--- src/rtl/dtq_pkg.sv ---
`timescale 1ns / 1ps
package dtq_pkg;

  localparam int TABLE_DEPTH = 16;
  localparam int MAX_RESULTS = 16;

  localparam logic [2:0] MODE_TICK      = 3'd0;
  localparam logic [2:0] MODE_START_TRK = 3'd1;
  localparam logic [2:0] MODE_START_UNT = 3'd2;
  localparam logic [2:0] MODE_CANCEL    = 3'd3;
  localparam logic [2:0] MODE_FLUSH     = 3'd4;

  localparam logic [1:0] KIND_ACK    = 2'd0;
  localparam logic [1:0] KIND_FIRED  = 2'd1;
  localparam logic [1:0] KIND_REJECT = 2'd2;

  typedef struct packed {
    logic [63:0] dl;
    logic [31:0] id;
    logic [15:0] tag;
  } entry_t;

  // broadcast to every cell of the chain
  typedef struct packed {
    logic ins;
    logic del;
    logic pop;
  } ctrl_t;

endpackage

--- src/rtl/dtq_cell.sv ---
`timescale 1ns / 1ps
module dtq_cell import dtq_pkg::*; (
  input  logic        clk,
  input  logic        rst,
  input  ctrl_t       ctrl,
  input  logic [63:0] key_dl,
  input  logic [31:0] key_id,
  input  entry_t      new_ent,
  input  entry_t      left_ent,
  input  logic        left_valid,
  input  logic        left_le,
  input  logic        pfx_in,
  input  entry_t      right_ent,
  input  logic        right_valid,
  output entry_t      ent,
  output logic        valid,
  output logic        le,
  output logic        pfx_out
);

  logic match;

  assign le      = valid && (ent.dl <= key_dl);
  assign match   = valid && (ent.id == key_id);
  assign pfx_out = pfx_in | match;

  always_ff @(posedge clk) begin
    if (rst) begin
      valid <= 1'b0;
    end else begin
      priority if (ctrl.pop) begin
        valid <= right_valid;
      end else if (ctrl.del && pfx_out) begin
        valid <= right_valid;
      end else if (ctrl.ins && !le) begin
        valid <= valid | left_valid;
      end else begin
        valid <= valid;
      end
    end
  end

  always_ff @(posedge clk) begin
    priority if (ctrl.pop) begin
      ent <= right_ent;
    end else if (ctrl.del && pfx_out) begin
      ent <= right_ent;
    end else if (ctrl.ins && !le) begin
      ent <= left_le ? new_ent : left_ent;
    end else begin
      ent <= ent;
    end
  end

endmodule

--- config.mk ---
export PLATFORM = sky130hd
export DESIGN_NAME = dtq_cell
export DESIGN_NICKNAME = d
export VERILOG_FILES = /design/src/rtl/dtq_pkg.sv /design/src/rtl/dtq_cell.sv
export SDC_FILE = /design/constraint.sdc
export NUM_CORES = 1
export LEC_CHECK = 0
export CORE_AREA = 2 2 217 219
export CTS_CLUSTER_DIAMETER = 80
export DETAILED_ROUTE_END_ITERATION = 6
export DIE_AREA = 0 0 219 221
export DONT_BUFFER_PORTS = 1
export GPL_TIMING_DRIVEN = 0
export PLACE_DENSITY_LB_ADDON = 0.1
export SETUP_SLACK_MARGIN = 0.3
export SLEW_MARGIN = 5
export SYNTH_ARGS = -nofsm -noshare
export SYNTH_HDL_FRONTEND = slang
export SYNTH_SLANG_ARGS = --single-unit
--- constraint.sdc ---
create_clock -name clk -period 6 [get_ports clk]
set_input_delay 0.3 -clock clk [delete_from_list [all_inputs] [get_ports clk]]
set_output_delay 0.3 -clock clk [all_outputs]
set_load 0.01 [all_outputs]
=== Word level (Yosys, flattened, before mapping) ===
Index checks and enable logic that the tools add are counted.

* Flip-flop bits (word level): 113
* Bits of input ports: 441
* Output and inout bits: 115

* Order comparisons: 1
* Equal/unequal tests: 1
* Mux-type cells: 7
* Bitwise gates (word level): 2
* Reductions and logical operators: 6

{| class="wikitable"
|+ Operators by type and width
! operator !! count
|-
| $mux W112 || 4
|-
| $le A64 B64 Y1 || 1
|-
| $eq A32 B32 Y1 || 1
|-
| $logic_and A1 B1 Y1 || 4
|-
| $mux W1 || 3
|-
| $reduce_bool A3 Y1 || 1
|-
| $or A1 B1 Y1 || 2
|-
| $logic_not A1 Y1 || 1
|}

=== Logic depth before layout (Yosys ltp) ===
* Depth after elaboration: 7
* Gate-level depth with buffers: 11
* Depth with buffers taken out: 9

=== Worst setup path after synthesis ===
Ideal clock, no wire load.

* Kind: reg-to-reg
* Start point: reg ent[110] (netlist bit)
* End point: reg ent[0] (netlist bit), enable pin
* Setup time: 497 ps
* Arrival: 4579 ps
* Required time: 5503 ps
* Slack: 924 ps
* Stages on the path, launching flop included: 9
* Cell sequence: edfxtp_1 -> ha_1 -> nand4_1 -> nor4_1 -> nand3_1 -> nor2_1 -> a21oi_1 -> o211ai_1 -> a311o_1

* Cells in the longest elaborated chain, start to end: 5

{| class="wikitable"
|+ RTL lines
! element !! RTL line !! text
|-
| from (decl) || dtq_cell.sv:15 || <nowiki>output entry_t ent,</nowiki>
|-
| from (signal assigned) || dtq_cell.sv:45 || <nowiki>ent <= right_ent;</nowiki>
|-
| from (signal assigned) || dtq_cell.sv:47 || <nowiki>ent <= right_ent;</nowiki>
|-
| from (signal assigned) || dtq_cell.sv:49 || <nowiki>ent <= left_le ? new_ent : left_ent;</nowiki>
|-
| $le A64 B64 Y1 || dtq_cell.sv:23 || <nowiki>assign le = valid && (ent.dl <= key_dl);</nowiki>
|-
| $logic_and A1 B1 Y1 || dtq_cell.sv:23 ||
|-
| $logic_not A1 Y1 || dtq_cell.sv:48 || <nowiki>end else if (ctrl.ins && !le) begin</nowiki>
|-
| $logic_and A1 B1 Y1 || dtq_cell.sv:48 ||
|-
| $reduce_bool A3 Y1 (no source line) || -- ||
|}

Every way passes these cells.
A chain may end at the register's enable or synchronous reset.

=== Final worst setup path ===
* Start point: reg ent[30] (netlist bit)
* End point: reg ent[20] (netlist bit), enable pin

* Cells in the longest elaborated chain, start to end: 5

{| class="wikitable"
|+ RTL lines
! element !! RTL line !! text
|-
| $eq A32 B32 Y1 || dtq_cell.sv:24 || <nowiki>assign match = valid && (ent.id == key_id);</nowiki>
|-
| $logic_and A1 B1 Y1 || dtq_cell.sv:24 ||
|-
| $or A1 B1 Y1 || dtq_cell.sv:25 || <nowiki>assign pfx_out = pfx_in | match;</nowiki>
|-
| named net pfx_out || dtq_cell.sv:18 || <nowiki>output logic pfx_out</nowiki>
|-
| $logic_and A1 B1 Y1 || dtq_cell.sv:46 || <nowiki>end else if (ctrl.del && pfx_out) begin</nowiki>
|-
| $reduce_bool A3 Y1 (no source line) || -- ||
|}

The timed path passes the listed nets, and every way through them passes these cells.

==> results_tabular.tex <==
\begin{tabular}{lr}
\hline
Metric & Value \\
\hline
\multicolumn{2}{l}{\textbf{Cells and area}} \\
Final non-filler cell total & $\sim$1400 \\
Area used by sequential logic in the layout & between 0.003 and 0.004 mm2 \\
Number of fillers in the final layout & just over 5000 \\
Final layout net count & $\sim$1300 \\
Area of combinational cells with multiple inputs & between 0.003 and 0.004 mm2 \\
Share of final-layout standard cells stronger than drive strength 1 & 0.05669 \\
Layout overhead on the synthesized area & 21.03\% \\
\multicolumn{2}{l}{\textbf{Pwr}} \\
Largest vdd supply drop & 0.0001843 V \\
Final total power & $\sim$0.0026 W \\
P\_leak & around 3.9 nW \\
Power per standard cell area & between 200 and 300 mW/mm2 \\
\multicolumn{2}{l}{\textbf{Synth}} \\
Synth Register Bits & 113 \\
Dominant synthesized flop cell & edfxtp\_1 \\
Seq/Total Area, Yosys & 0.4385 \\
YS warnings & 0 \\
Mapped cell area & between 0.007 and 0.008 mm2 \\
Total nets after synthesis & about 1300 \\
Ys async rst share & 0 \\
Number of instances in the synthesized netlist & 770 \\
Per-instance average area after synthesis & $\sim$10 um2 \\
Count of distinct cell types in the synthesized netlist & 37 \\
Count of flip-flops with a built-in enable after synthesis & roughly 110 \\
\multicolumn{2}{l}{\textbf{CTS}} \\
Total of cells resized after clock tree synthesis & 0 \\
Clk Tree Root Cell & clkbuf\_16 \\
Max Buffers Root-to-Sink & 2 \\
Clock tree from TritonCTS & yes \\
Number of buffers inserted by post-CTS setup repair & 0 \\
Clock edge transition at the registers on the reported setup and hold paths & 0.06 ns \\
Clock insertion delay at the later pin of the skew report & approximately 0.46 ns \\
Htree depth & 4 \\
TritonCTS Buffers & 17 \\
Clock sink count & 113 \\
\multicolumn{2}{l}{\textbf{Global route}} \\
Remaining global-route overflow & 0 \\
Number of antenna violations at the first check in global routing & 4 \\
Maximum number of pins on one net before global-route repair & 33 \\
Wire length of the first global-routing pass & 44.15 mm \\
GRT Resource Usage Total & 0.1305 \\
Number of global-route vias before repair & roughly 6700 \\
\multicolumn{2}{l}{\textbf{Setup path}} \\
Number of gates on the worst path with buffers counted & 11 \\
Crit-path cells & xor2\_1 -> nor4\_1 -> and3\_1 -> a31o\_2 -> a21o\_1 -> buf\_6 -> buf\_6 -> buf\_6 -> a311o\_2 -> buf\_12 -> buf\_12 \\
Register-to-register setup slack & roughly 1.5 ns \\
Largest incremental delay on the critical path & 0.71 ns \\
Worst R2R Path Depth & 11 \\
Crit path top cell by count & buf\_6 \\
Worst-path maximum fanout & 31 \\
CP max-delay cell & nor4\_1 \\
Critical path endpoint category & flop \\
Critical Path AT & 4.65 ns \\
Data required time of the critical path & 6.15 ns \\
CP delay by family, top & buffers and inverters \\
Classification of the worst setup path & flop to flop \\
Startpoint type of the worst setup path & flop \\
Critical path buffers and inverters & 5 \\
\multicolumn{2}{l}{\textbf{Drt}} \\
Remaining antenna violation count & 0 \\
Avg Vias per Cell & 4.226 \\
Number of design rule violations left after detail routing & 0 \\
Total via count in the routed design & between 6000 and 7000 \\
Drt first-iter violations & around 190 \\
Avg WL per Cell & about 22 um \\
Iteration count of the initial detailed-routing pass & 4 \\
Total Routed Length & 32.23 mm \\
\multicolumn{2}{l}{\textbf{Timing}} \\
Crit path time final & approximately 4.5 ns \\
Maximum operating frequency & between 200 and 250 MHz \\
Final-report max-slew violation count & 0 \\
Final Hold Viols & 0 \\
Final clock period utilization by the worst path & 0.7494 \\
Setup-failing EPs final & 0 \\
Setup Skew & $\sim$0.012 ns \\
Transition at the pin with the smallest max-transition slack & 0.9285 ns \\
Setup slack after layout & approximately 1.5 ns \\
Unrepaired setup endpoints after global routing & false \\
Worst slew margin & 0.3810 \\
\multicolumn{2}{l}{\textbf{Placement}} \\
Instance count after placement with tap cells included & about 1400 \\
DPL Wire Length & 26.73 mm \\
RePlAce Congestion & 0.7508 \\
I/O Buffers & 0 \\
Worst-case setup slack after placement & between 1 and 1.5 ns \\
\multicolumn{2}{l}{\textbf{Floorplanning}} \\
Die X-Extent & about 220 um \\
Die Ht & $\sim$220 um \\
Floorplan die area & 0.04840 mm2 \\
Initial Utilization & 0.1675 \\
Area of the core region & between 0.04 and 0.05 mm2 \\
Number of primary I/O pins & $\sim$560 \\
Total number of placement rows & 79 \\
\multicolumn{2}{l}{\textbf{Flow run}} \\
MaxCap Viol Count & 0 \\
\multicolumn{2}{l}{\textbf{Hold path}} \\
Hold path depth & 2 \\
Type of the most critical hold path & input pin to flop \\
\multicolumn{2}{l}{\textbf{Outcome}} \\
Run status & completed \\
\hline
\end{tabular}
## metrics by stage
step	cell area [um2]	setup TNS (ns)	utilization	hold WS, ns
floorplan	7716	0	-	0.3697
global placement	8476	-304.34	0.1840	0.3741
detailed placement	8537	0	0.1853	0.3719
CTS	9336	0	0.2027	0.0007654
global route	9339	0	0.2027	0.01754
finish	9339	0	0.2027	0.04141
## layout make-up
type	instances	area share
clock buffer	19	0.04636
antenna	1	0.0002680
timing repair buffer	30	0.03537
inverter	66	0.02653
sequential	113	0.3623
multi-input combinational	553	0.4161
tap	607	0.08132
buffer	38	0.02144
clock inverter	10	0.01032
## placed cells by master (no fill, tap or decap), types with 2 or more instances in the layout
cell           instances
clkinv_1               3
buf_6                  6
and3_1                 2
buf_12                 3
clkbuf_16             17
clkinv_2               5
xnor2_1               28
mux2i_1              112
a21o_1                 4
nor2_1                 5
edfxtp_1             112
bufinv_16              2
a221o_1                2
dlygate4sd3_1         27
o211ai_1               3
ha_1                  64
nor2b_1                4
nor3_1                 5
inv_1                 66
o21ai_1               13
a21boi_0               2
nor4_1                 4
clkbuf_1              24
nand4_1               21
o21ai_0              105
xor2_1                 4
buf_2                 10
nand3_1                9
nand2_1              127
a21oi_1               27
## registers in the layout, indices dropped and copies added, names as in the netlist
name / cells
ent: 112
valid: 1
## report_power, final
part	internal [W]	total (W)	switching, W
Combinational	0.000187	0.000440	0.000253
Sequential	0.00100	0.00115	0.000149
Clock	0.000592	0.000982	0.000390
Total	0.00178	0.00257	0.000792
## cells in the mapped netlist (all sizes together) (4+ instances only)
cell | count | area (um2)
nand3 | 9 | 45.04
xor2 | 4 | 35.03
nor2b | 4 | 25.02
buf | 16 | 117.6
xnor2 | 28 | 245.2
a21o | 4 | 30.03
o21ai | 118 | 590.6
nor4 | 4 | 25.02
edfxtp | 112 | 3363
nand4 | 21 | 131.4
ha | 64 | 800.8
nor2 | 5 | 18.77
mux2i | 112 | 1121
inv | 66 | 247.7
nor3 | 6 | 35.03
clkbuf | 22 | 82.58
a21oi | 27 | 135.1
nand2 | 127 | 476.7
## kinds of logic after synthesis
kind of cell               Yosys count  share of synthesized area
AOI/OAI and AO/OA                  165                     0.1163
adders and majority gates           64                     0.1038
xor gates and xnor gates            32                    0.03632
and+or+nand+nor                    180                     0.1018
muxes                              112                     0.1453
buffers and inverters              104                    0.05805
DFF                                113                     0.4385
## routing by layer
layer  global-route usage  wire (um)  share of wire
met5                    0         13        0.00040
met2               0.2335      16580           0.51
met1               0.1396      12360           0.38
met4              0.05362        735          0.023
met3              0.04330       2536          0.079
## timing repair
action,in CTS,in global routing
endpoints found under the setup margin,0,0
endpoints found under the hold margin,26,0
hold buffers,27,0
## final timing paths
path	startpoint	to
setup / recovery	ent[30]	ent[20]
hold / removal	right_ent[13]	ent[13]
setup reg to reg	ent[30]	ent[20]
hold reg to reg	valid	valid
## worst register-to-register path: cells and delay by family, from the launching register on
family | cells | cell delay (ns)
XOR/XNOR | 1 | 0.19
flip-flops | 1 | 0.47
buffers and inverters | 5 | 1.25
AO/OA/AOI/OAI | 3 | 1.15
AND/OR/NAND/NOR | 2 | 1.10
Note: power is estimated with default switching activity, not from simulation.
